<file path="src/rtl/aoc_pkg.sv">
// ----------------------------------------------------------------------------
// aoc_pkg: shared types and constants of the accelerometer offset calibrator
// Item and result words, lane control, laser command and request codes.
// ----------------------------------------------------------------------------
package aoc_pkg;

	localparam int unsigned SAMPLE_W   = 16;
	localparam int unsigned SUM_W      = 26;
	// magnitude of an axis sum: at most 1024 * 32768 = 2**25
	localparam int unsigned MAG_W      = 26;
	localparam int unsigned TRIALS_DEF = 16;
	localparam int unsigned LCMD_W     = 2;
	localparam int unsigned LIMIT_W    = 8;

	localparam logic [LIMIT_W-1:0] FAIL_LIMIT_RESET = 8'd10;

	localparam logic [LCMD_W-1:0] LCMD_NONE = 2'd0;
	localparam logic [LCMD_W-1:0] LCMD_ON   = 2'd1;
	localparam logic [LCMD_W-1:0] LCMD_OFF  = 2'd2;

	localparam logic OP_TICK = 1'b0;
	localparam logic OP_REQ  = 1'b1;

	typedef logic signed [SAMPLE_W-1:0] sample_t;

	typedef struct packed {
		logic    op;
		logic    read_ok;
		sample_t acc_x;
		sample_t acc_y;
		sample_t acc_z;
		logic    laser_granted;
	} in_item_t;

	typedef struct packed {
		logic [LCMD_W-1:0] laser_cmd;
		logic              calib_done;
		logic              calib_retry;
		logic              sample_valid;
		sample_t           out_x;
		sample_t           out_y;
		sample_t           out_z;
		sample_t           offset_x;
		sample_t           offset_y;
		sample_t           offset_z;
	} out_item_t;

	// per-item decisions that ride down the pipeline
	typedef struct packed {
		logic [LCMD_W-1:0] laser_cmd;
		logic              done;
		logic              retry;
		logic              valid;
	} stage_info_t;

	// accumulator control for all lanes
	typedef struct packed {
		logic clear;
		logic accum;
	} lane_cmd_t;

	// stage load enables
	typedef struct packed {
		logic s1;
		logic s2;
		logic wr_off;
	} pipe_en_t;

endpackage

</file>
<file path="src/rtl/accel_offset_calibrator.sv">
// ----------------------------------------------------------------------------
// accel_offset_calibrator: accelerometer offset calibration by averaging
// Sequencer, three axis lanes and the merge into the result word.
// ----------------------------------------------------------------------------
// One word is taken per clock while the stages have room, and its result
// passes stage 1 and stage 2 into the output register, which lets the input
// run on while a result waits. After the word that completes a calibration
// the input is held while that word is in stage 1 or stage 2, until the
// lanes' two-stage reciprocal multiply has produced the new offsets that the
// following y and z samples are corrected with. The fail limit register takes
// a write in any cycle; write it only while no word is in flight.
// ----------------------------------------------------------------------------
module accel_offset_calibrator #(
	parameter int unsigned TRIALS = aoc_pkg::TRIALS_DEF
) (
	input  logic                         clk,
	input  logic                         arst_n,
	input  logic                         item_valid,
	output logic                         item_stall,
	input  aoc_pkg::in_item_t            item,
	output logic                         result_valid,
	input  logic                         result_stall,
	output aoc_pkg::out_item_t           result,
	input  logic                         cfg_valid,
	output logic                         cfg_ready,
	input  logic [aoc_pkg::LIMIT_W-1:0]  cfg_data
);

	logic                 accept;
	logic                 v_s1;
	logic                 v_s2;
	logic                 result_valid_q;
	aoc_pkg::stage_info_t info;
	aoc_pkg::stage_info_t info_s1;
	aoc_pkg::stage_info_t info_s2;
	aoc_pkg::lane_cmd_t   cmd;
	aoc_pkg::pipe_en_t    en;
	aoc_pkg::out_item_t   result_q;
	aoc_pkg::out_item_t   merged;
	logic                 out_free;
	logic                 s2_free;
	logic                 s1_free;
	logic                 hold;

	aoc_pkg::sample_t raw   [3];
	aoc_pkg::sample_t corr  [3];
	aoc_pkg::sample_t quot  [3];
	aoc_pkg::sample_t offset[3];
	aoc_pkg::sample_t in_sample[3];

	// advance each stage when the one after it has room
	assign out_free = !result_valid_q || !result_stall;
	assign s2_free  = !v_s2 || out_free;
	assign s1_free  = !v_s1 || s2_free;
	assign hold     = (v_s1 && info_s1.done) || (v_s2 && info_s2.done);

	assign item_stall = !s1_free || hold;
	assign accept     = item_valid && !item_stall;
	assign cfg_ready  = 1'b1;

	assign en.s1     = accept;
	assign en.s2     = v_s1 && s2_free;
	assign en.wr_off = v_s2 && out_free && info_s2.done;

	aoc_ctrl #(
		.TRIALS(TRIALS)
	) u_ctrl (
		.clk     (clk),
		.arst_n  (arst_n),
		.accept  (accept),
		.item    (item),
		.cfg_we  (cfg_valid && cfg_ready),
		.cfg_data(cfg_data),
		.cmd     (cmd),
		.info    (info)
	);

	assign in_sample[0] = item.acc_x;
	assign in_sample[1] = item.acc_y;
	assign in_sample[2] = item.acc_z;

	for (genvar g = 0; g < 3; g++) begin : g_lane
		aoc_lane #(
			.TRIALS(TRIALS)
		) u_lane (
			.clk   (clk),
			.arst_n(arst_n),
			.cmd   (cmd),
			.en    (en),
			.sample(in_sample[g]),
			.raw   (raw[g]),
			.corr  (corr[g]),
			.quot  (quot[g]),
			.offset(offset[g])
		);
	end

	// advance the per-word flags with the lanes
	always_ff @(posedge clk or negedge arst_n) begin
		if (!arst_n) begin
			v_s1 <= 1'b0;
			v_s2 <= 1'b0;
		end else begin
			if (s1_free) begin
				v_s1 <= accept;
			end
			if (s2_free) begin
				v_s2 <= v_s1;
			end
		end
	end

	always_ff @(posedge clk) begin
		if (en.s1) begin
			info_s1 <= info;
		end
		if (en.s2) begin
			info_s2 <= info_s1;
		end
	end

	// merge the lanes into the result word
	always_comb begin
		merged              = '0;
		merged.laser_cmd    = info_s2.laser_cmd;
		merged.calib_done   = info_s2.done;
		merged.calib_retry  = info_s2.retry;
		merged.sample_valid = info_s2.valid;
		if (info_s2.valid) begin
			merged.out_x = raw[0];
			merged.out_y = corr[1];
			merged.out_z = corr[2];
		end
		merged.offset_x = info_s2.done ? quot[0] : offset[0];
		merged.offset_y = info_s2.done ? quot[1] : offset[1];
		merged.offset_z = info_s2.done ? quot[2] : offset[2];
	end

	// output register
	always_ff @(posedge clk or negedge arst_n) begin
		if (!arst_n) begin
			result_valid_q <= 1'b0;
		end else if (out_free) begin
			result_valid_q <= v_s2;
		end
	end

	always_ff @(posedge clk) begin
		if (out_free && v_s2) begin
			result_q <= merged;
		end
	end

	assign result_valid = result_valid_q;
	assign result       = result_q;

endmodule

</file>
<file path="src/rtl/aoc_ctrl.sv">
// ----------------------------------------------------------------------------
// aoc_ctrl: calibration sequencer
// Keeps calibration, laser, sample count and failure state and decides, for
// each accepted word, the lane commands and the result flags.
// ----------------------------------------------------------------------------
module aoc_ctrl #(
	parameter int unsigned TRIALS = aoc_pkg::TRIALS_DEF
) (
	input  logic                              clk,
	input  logic                              arst_n,
	input  logic                              accept,
	input  aoc_pkg::in_item_t                 item,
	input  logic                              cfg_we,
	input  logic [aoc_pkg::LIMIT_W-1:0]       cfg_data,
	output aoc_pkg::lane_cmd_t                cmd,
	output aoc_pkg::stage_info_t              info
);

	localparam int unsigned CNT_W = $clog2(TRIALS + 1);

	logic                        cal_q;
	logic                        flash_q;
	logic [CNT_W-1:0]            count_q;
	logic [aoc_pkg::LIMIT_W-1:0] fail_q;
	logic [aoc_pkg::LIMIT_W-1:0] limit_q;

	logic                        cal_n;
	logic                        flash_n;
	logic [CNT_W-1:0]            count_n;
	logic [aoc_pkg::LIMIT_W-1:0] fail_n;
	logic [aoc_pkg::LIMIT_W-1:0] fail_inc;

	// decide the next state and the flags of this word
	always_comb begin
		cal_n    = cal_q;
		flash_n  = flash_q;
		count_n  = count_q;
		fail_n   = fail_q;
		fail_inc = '0;
		cmd      = '0;
		info     = '0;
		info.laser_cmd = aoc_pkg::LCMD_NONE;
		if (accept) begin
			if (item.op == aoc_pkg::OP_REQ) begin
				cal_n     = 1'b1;
				count_n   = '0;
				cmd.clear = 1'b1;
			end else if (cal_q) begin
				if (!flash_q) begin
					info.laser_cmd = aoc_pkg::LCMD_ON;
					if (item.laser_granted) begin
						flash_n = 1'b1;
						fail_n  = '0;
					end
				end else if (count_q == '0) begin
					fail_n = '0;
				end
				if (item.read_ok) begin
					fail_n    = '0;
					cmd.accum = 1'b1;
					count_n   = count_q + CNT_W'(1);
					if (count_n >= CNT_W'(TRIALS)) begin
						cal_n          = 1'b0;
						flash_n        = 1'b0;
						info.laser_cmd = aoc_pkg::LCMD_OFF;
						info.done      = 1'b1;
					end
				end else begin
					fail_inc = fail_n + aoc_pkg::LIMIT_W'(1);
					if (fail_inc >= limit_q) begin
						fail_n     = '0;
						count_n    = '0;
						cmd.clear  = 1'b1;
						info.retry = 1'b1;
					end else begin
						fail_n = fail_inc;
					end
				end
			end else if (item.read_ok) begin
				info.valid = 1'b1;
			end
		end
	end

	// hold sequencer state
	always_ff @(posedge clk or negedge arst_n) begin
		if (!arst_n) begin
			cal_q   <= 1'b0;
			flash_q <= 1'b0;
			count_q <= '0;
			fail_q  <= '0;
			limit_q <= aoc_pkg::FAIL_LIMIT_RESET;
		end else begin
			cal_q   <= cal_n;
			flash_q <= flash_n;
			count_q <= count_n;
			fail_q  <= fail_n;
			if (cfg_we) begin
				limit_q <= cfg_data;
			end
		end
	end

endmodule

</file>
<file path="src/rtl/aoc_lane.sv">
// ----------------------------------------------------------------------------
// aoc_lane: one axis lane
// Accumulates the axis sum, divides it by the trial count through a
// reciprocal multiply over two stages, holds the axis offset and removes it
// from the sample.
// ----------------------------------------------------------------------------
module aoc_lane #(
	parameter int unsigned TRIALS = aoc_pkg::TRIALS_DEF
) (
	input  logic               clk,
	input  logic               arst_n,
	input  aoc_pkg::lane_cmd_t cmd,
	input  aoc_pkg::pipe_en_t  en,
	input  aoc_pkg::sample_t   sample,
	output aoc_pkg::sample_t   raw,
	output aoc_pkg::sample_t   corr,
	output aoc_pkg::sample_t   quot,
	output aoc_pkg::sample_t   offset
);

	// floor(n / TRIALS) == (n * RECIP) >> SHIFT for every n below 2**MAG_W
	localparam int unsigned L_W     = $clog2(TRIALS);
	localparam int unsigned SHIFT   = aoc_pkg::MAG_W + L_W;
	localparam int unsigned RECIP_W = aoc_pkg::MAG_W + 1;
	localparam int unsigned PROD_W  = aoc_pkg::MAG_W + RECIP_W;
	localparam logic [63:0] RECIP_FULL = ((64'd1 << SHIFT) + 64'(TRIALS) - 64'd1)
		/ 64'(TRIALS);
	localparam logic [RECIP_W-1:0] RECIP = RECIP_FULL[RECIP_W-1:0];

	logic signed [aoc_pkg::SUM_W-1:0] sum_q;
	logic signed [aoc_pkg::SUM_W-1:0] sum_new;
	logic signed [aoc_pkg::SUM_W-1:0] sum_s1;
	aoc_pkg::sample_t                 raw_s1;
	logic [aoc_pkg::MAG_W-1:0]        mag;
	logic [PROD_W-1:0]                prod;
	logic [PROD_W-1:0]                prod_s2;
	logic [PROD_W-1:0]                shifted;
	logic                             neg_s2;
	aoc_pkg::sample_t                 raw_s2;
	aoc_pkg::sample_t                 offset_q;

	assign sum_new = sum_q + aoc_pkg::SUM_W'(sample);

	// clear or advance the axis sum
	always_ff @(posedge clk or negedge arst_n) begin
		if (!arst_n) begin
			sum_q <= '0;
		end else if (cmd.clear) begin
			sum_q <= '0;
		end else if (cmd.accum) begin
			sum_q <= sum_new;
		end
	end

	// stage 1: hold the updated sum and the raw sample
	always_ff @(posedge clk) begin
		if (en.s1) begin
			sum_s1 <= sum_new;
			raw_s1 <= sample;
		end
	end

	assign mag  = sum_s1[aoc_pkg::SUM_W-1] ? aoc_pkg::MAG_W'(-sum_s1)
		: aoc_pkg::MAG_W'(sum_s1);
	assign prod = PROD_W'(mag) * PROD_W'(RECIP);

	// stage 2: hold the reciprocal product
	always_ff @(posedge clk) begin
		if (en.s2) begin
			prod_s2 <= prod;
			neg_s2  <= sum_s1[aoc_pkg::SUM_W-1];
			raw_s2  <= raw_s1;
		end
	end

	// truncate toward zero: divide the magnitude, then restore the sign
	assign shifted = prod_s2 >> SHIFT;
	assign quot    = neg_s2 ? -aoc_pkg::sample_t'(shifted[aoc_pkg::SAMPLE_W-1:0])
		: aoc_pkg::sample_t'(shifted[aoc_pkg::SAMPLE_W-1:0]);

	// hold the offset of this axis
	always_ff @(posedge clk or negedge arst_n) begin
		if (!arst_n) begin
			offset_q <= '0;
		end else if (en.wr_off) begin
			offset_q <= quot;
		end
	end

	assign raw    = raw_s2;
	assign corr   = raw_s2 - offset_q;
	assign offset = offset_q;

endmodule

</file>
<file path="config.mk">
export PLATFORM = sky130hd
export DESIGN_NAME = accel_offset_calibrator
export DESIGN_NICKNAME = d
export VERILOG_FILES = /design/src/rtl/aoc_pkg.sv /design/src/rtl/accel_offset_calibrator.sv /design/src/rtl/aoc_ctrl.sv /design/src/rtl/aoc_lane.sv
export SDC_FILE = /design/constraint.sdc
export NUM_CORES = 1
export LEC_CHECK = 0
export ABC_AREA = 1
export BUFFER_PORTS_ARGS = -buffer_cell sky130_fd_sc_hd__buf_2
export CORE_ASPECT_RATIO = 1.25
export CORE_UTILIZATION = 64
export CTS_BUF_LIST = sky130_fd_sc_hd__clkbuf_4
export CTS_CLUSTER_DIAMETER = 50
export DETAILED_ROUTE_END_ITERATION = 10
export GPL_ROUTABILITY_DRIVEN = 0
export HOLD_SLACK_MARGIN = 0.06
export PLACE_DENSITY_LB_ADDON = 0.25
export SLEW_MARGIN = 20
export SYNTH_ARGS = -nofsm -noshare
export SYNTH_HDL_FRONTEND = slang
export SYNTH_HIERARCHICAL = 1
export SYNTH_SLANG_ARGS = --single-unit
export TNS_END_PERCENT = 20
</file>
<file path="constraint.sdc">
create_clock -name clk -period 8.3 [get_ports clk]
set_input_delay 1.245 -clock clk [delete_from_list [all_inputs] [get_ports clk]]
set_output_delay 1.245 -clock clk [all_outputs]
set_load 0.005 [all_outputs]
</file>
======== After elaboration in Yosys (flattened, before gate mapping) ========
Index checks and enable logic that the tools add are counted.
word-level totals
  register bits ........................... 500
  output and inout port bits .............. 104
  input bits .............................. 64
  logic and storage cells ................. 136
operators by class
  magnitude comparators ................... 2
  bitwise operators ....................... 3
  add/subtract/negate cells ............... 13
  reductions and logical operators ........ 26
  mux-type cells .......................... 45
operators by type and width
  operator                                      number
  two-way mux 26 bit                            6
  two-way mux 16 bit                            6
  adder 26 x 16 -> 26 bit                       3
  two-way mux 8 bit                             8
  two-way mux 20 bit                            3
  negation 20 bit                               3
  negation 16 bit                               3
  subtractor 16 bit                             2
  two-way mux 5 bit                             4
  two-way mux 1 bit                             14
  adder 8 x 1 -> 8 bit (second input constant)  1
  >= comparator 8 bit                           1
  logical AND 1 bit                             6
  zero test 1 bit                               6
  two-way mux 3 bit                             2
  AND reduction 3 bit                           2
  adder 5 x 1 -> 5 bit (second input constant)  1
  >= comparator 5 bit (second input constant)   1
  zero test 5 bit                               1
  logical OR 1 bit                              5
  two-way mux 2 bit                             2
  nonzero test 2 bit                            2
  OR reduction 2 bit                            2
  inverter 1 bit                                3
  2 further kinds                               2

======== Longest topological paths before layout ========
  word-level depth ........................ 18
  mapped depth ............................ 25
  gate-level depth less buffers ........... 24

======== Modules after synthesis ========
Netlist, hierarchy kept.
modules (own cells, without submodules)
  module                            area each (µm²)  seq. area each (µm²)  cells each  times used
  aoc_lane at g_lane[0].u_lane ...  7,328.3          3,153.0               935         2
  aoc_lane at g_lane[2].u_lane      7,191.9          3,153.0               903         1
  accel_offset_calibrator           4,483.0          3,408.3               391         1
  aoc_ctrl                          1,589.0          578.1                 209         1

======== Worst setup path after synthesis ========
No wires, ideal clock.
  kind .................................... input-to-reg
  start point ............................. input port result_stall
  end point ............................... register g_lane[0].u_lane/sum_q[3] (netlist bit)
  library setup time ...................... 0.121 ns
  buffers on the path ..................... 1
  stages .................................. 10
  slack ................................... 0.149 ns
  data arrival time ....................... 8.030 ns
  data required time ...................... 8.179 ns
  cell sequence ........................... nand4_1 -> nand2_1 -> nor2_1 -> inv_1 -> nor3_1 -> o21ai_0 -> inv_1 -> nor2_1 -> clkbuf_1 -> a22o_1
RTL lines
  item                  line                           source
  start, declared       accel_offset_calibrator.sv:22  input logic result_stall,
  end signal, assigned  aoc_lane.sv:51                 sum_q <= sum_new;
  end, declared         aoc_lane.sv:30                 logic signed [aoc_pkg::SUM_W-1:0] sum_q;

==> reports/metrics.csv <==
metric,value,unit
routedWlPerCell,15.0,um
rsz0062_at_grt,no,
areaGrowthSynthToFinish,11.0,%
via_per_inst,5.27,
clockRootBuffer,clkbuf_4,
switching_power,4700,uW
ant_nets,0,
hp-class,flop to flop,
setup_viol,0,
grt_pass1_vias,21643,
rows,84,
io_pins,168,
grt_pass1_wl,100000,um
tightest_slew,0.980,ns
path_class,flop to flop,
crit_path_end_kind,flop,
tritoncts,done,
max_slew_margin,34.7,%
yosysWarnings,6,
p_int,6570,uW
r2r_start,u_ctrl/count_q[0],
drt_iter0_drc,1302,
hold_start,g_lane[2].u_lane/raw_s1[1],
numPortBuffers,166,
skew,0.0781,ns
grt.met3_usage,4.67,%
clk_pin_slew,0.07,ns
start_util,64.7,%
insertion_delay,0.90,ns
clockPowerShare,17.7,%
start_kind,flop,
path_max_fanout,26,
switching_share,41.7,%
peakVddDrop,0.209,mV
grt.busiest_layer,met2,
cts_inserted_buffers,111,
layout_commonest_cell,nand2_1,
grt_use_met1,32.2,%
vias,21819,
dieArea,43300,um2
overflow,0,
grt_max_degree,88,
slew_violations,0,
final_nets,3668,
clock-sinks,473,
finalHoldViolCount,0,
cts_setup_buffers,0,
drt_wl_total,62100,um
r2r_slack,4.06,ns
layout-drive-gt1-share,14.3,%
setup_tns,0,ns
cts_repair_resize_count,0,
track_usage,29.7,%
synth_nets,3429,
drv_cap,0,
hold-path-cell-count,0,
syn_area,27100,um2
power_density,374,nW/um2
syn_inst,3241,
avgSynthCellArea,8.38,um2
final_cell_mix,"1,134 x nand2_1, 539 x inv_1, 321 x edfxtp_1",
rr_worst_depth,22,
cts-hold-fix-buffers,0,
die_y,232,um
core_area,41900,um2
antenna_found_initial,1,
leakage,0.0153,uW
post-route-min-period,4.24,ns
worstPathArrival,5.00,ns
dr.pass1.iters,8,
required,9.05,ns
use_met2,53.2,%
die_width,186,um
holdWs,0.396,ns
p_seq_share,38.7,%
clk_path_buf_depth,3,
min_to,g_lane[2].u_lane/raw[1],
rr_endpoint,g_lane[2].u_lane/sum_q[7],
htree_levels,3,
hpwl,46900,um
fillerInstances,3111,
drc,0,
status,"finished, final reports clean",
power_frac_comb,43.6,%
finalCritPeriodShare,51.1,%
fmax,236,MHz
-- area by class of cell --
cell class                 instances  area [um2]  share of cell area (%)
antenna                            1        2.50                 0.00831
clock buffer                     167        1250                    4.16
clock inverter                    43         308                    1.02
inverter                         552        2070                    6.89
multi-input combinational       2163       11400                    37.9
sequential                       473       13400                    44.6
tap                              559         699                    2.32
timing repair buffer             179         935                    3.10
-- per-stage QoR --
stage	std cells	utilization (%)	setup slack (ns)	power, uW	area, um2
2_1_floorplan	3241	-	0.149	7840	27100
3_3_place_gp	3926	68.1	3.39	9030	28600
3_5_place_dp	3926	68.1	3.12	9240	28600
4_1_cts	4136	71.8	3.73	11300	30100
5_1_grt	4137	71.8	3.81	12200	30100
6_report	4137	71.8	4.06	11300	30100
-- routing by layer --
layer,up-vias,wire length [um],part of all wire [%]
met5,-,0,0
met4,0,3620,5.8
met3,203,3570,5.7
met2,751,31500,51
met1,10055,23400,38
li1,10810,-,-
-- worst max path at each step --
| stage | start | to | slack, ns | cells after the start |
|---|---|---|---|---|
| 3_5_place_dp | item[0] | g_lane[2].u_lane/sum_q[7] | 3.12 | 18 |
| 4_1_cts | u_ctrl/count_q[0] | g_lane[2].u_lane/sum_q[7] | 3.73 | 22 |
| 2_1_floorplan | result_stall | g_lane[0].u_lane/sum_q[3] | 0.15 | 10 |
| 3_3_place_gp | item[0] | g_lane[2].u_lane/sum_q[0] | 3.39 | 19 |
| 6_report | u_ctrl/count_q[0] | g_lane[2].u_lane/sum_q[7] | 4.06 | 22 |
| 5_1_grt | u_ctrl/count_q[0] | g_lane[2].u_lane/sum_q[7] | 3.81 | 22 |
-- power groups by stage --
stage,Sequential (uW),Combinational (uW),Clock (uW)
floorplan,4270,3570,0
global placement,4350,4680,0
detailed placement,4380,4860,0
CTS,4350,4880,2050
global route,4460,5530,2170
finish,4360,4910,2000
-- worst max-delay path: stages (launching register included) --
cell and delay (ns):
dfrtp_1 0.42, inv_1 0.07, ha_1 0.20, inv_1 0.06
nor2_2 0.04, nand3_4 0.14, nand2_1 0.13, nor2_1 0.12
ha_1 0.21, nand4_2 0.13, nor2_2 0.18, nand3_1 0.11
and2_1 0.18, ha_1 0.26, nand2_1 0.10, nor2_1 0.07
nand4_1 0.13, nand3_1 0.19, o21ai_0 0.26, inv_1 0.27
nor2_4 0.61, nand2_1 0.12, o21ai_0 0.12
-- registers in the layout (all words and copies together) (netlist names), 5 cells and up --
name and count:
info_s1 5, g_lane.u_lane/raw_s1 48, g_lane.u_lane/sum_q 78, g_lane.u_lane/sum_s1 63
result 101, info_s2 5, g_lane.u_lane/raw 48, g_lane.u_lane/prod_s2 48
u_ctrl/limit_q 8, u_ctrl/fail_q 8, u_ctrl/count_q 5, g_lane.u_lane/offset 48
Note: power is estimated with default switching activity, not from simulation.
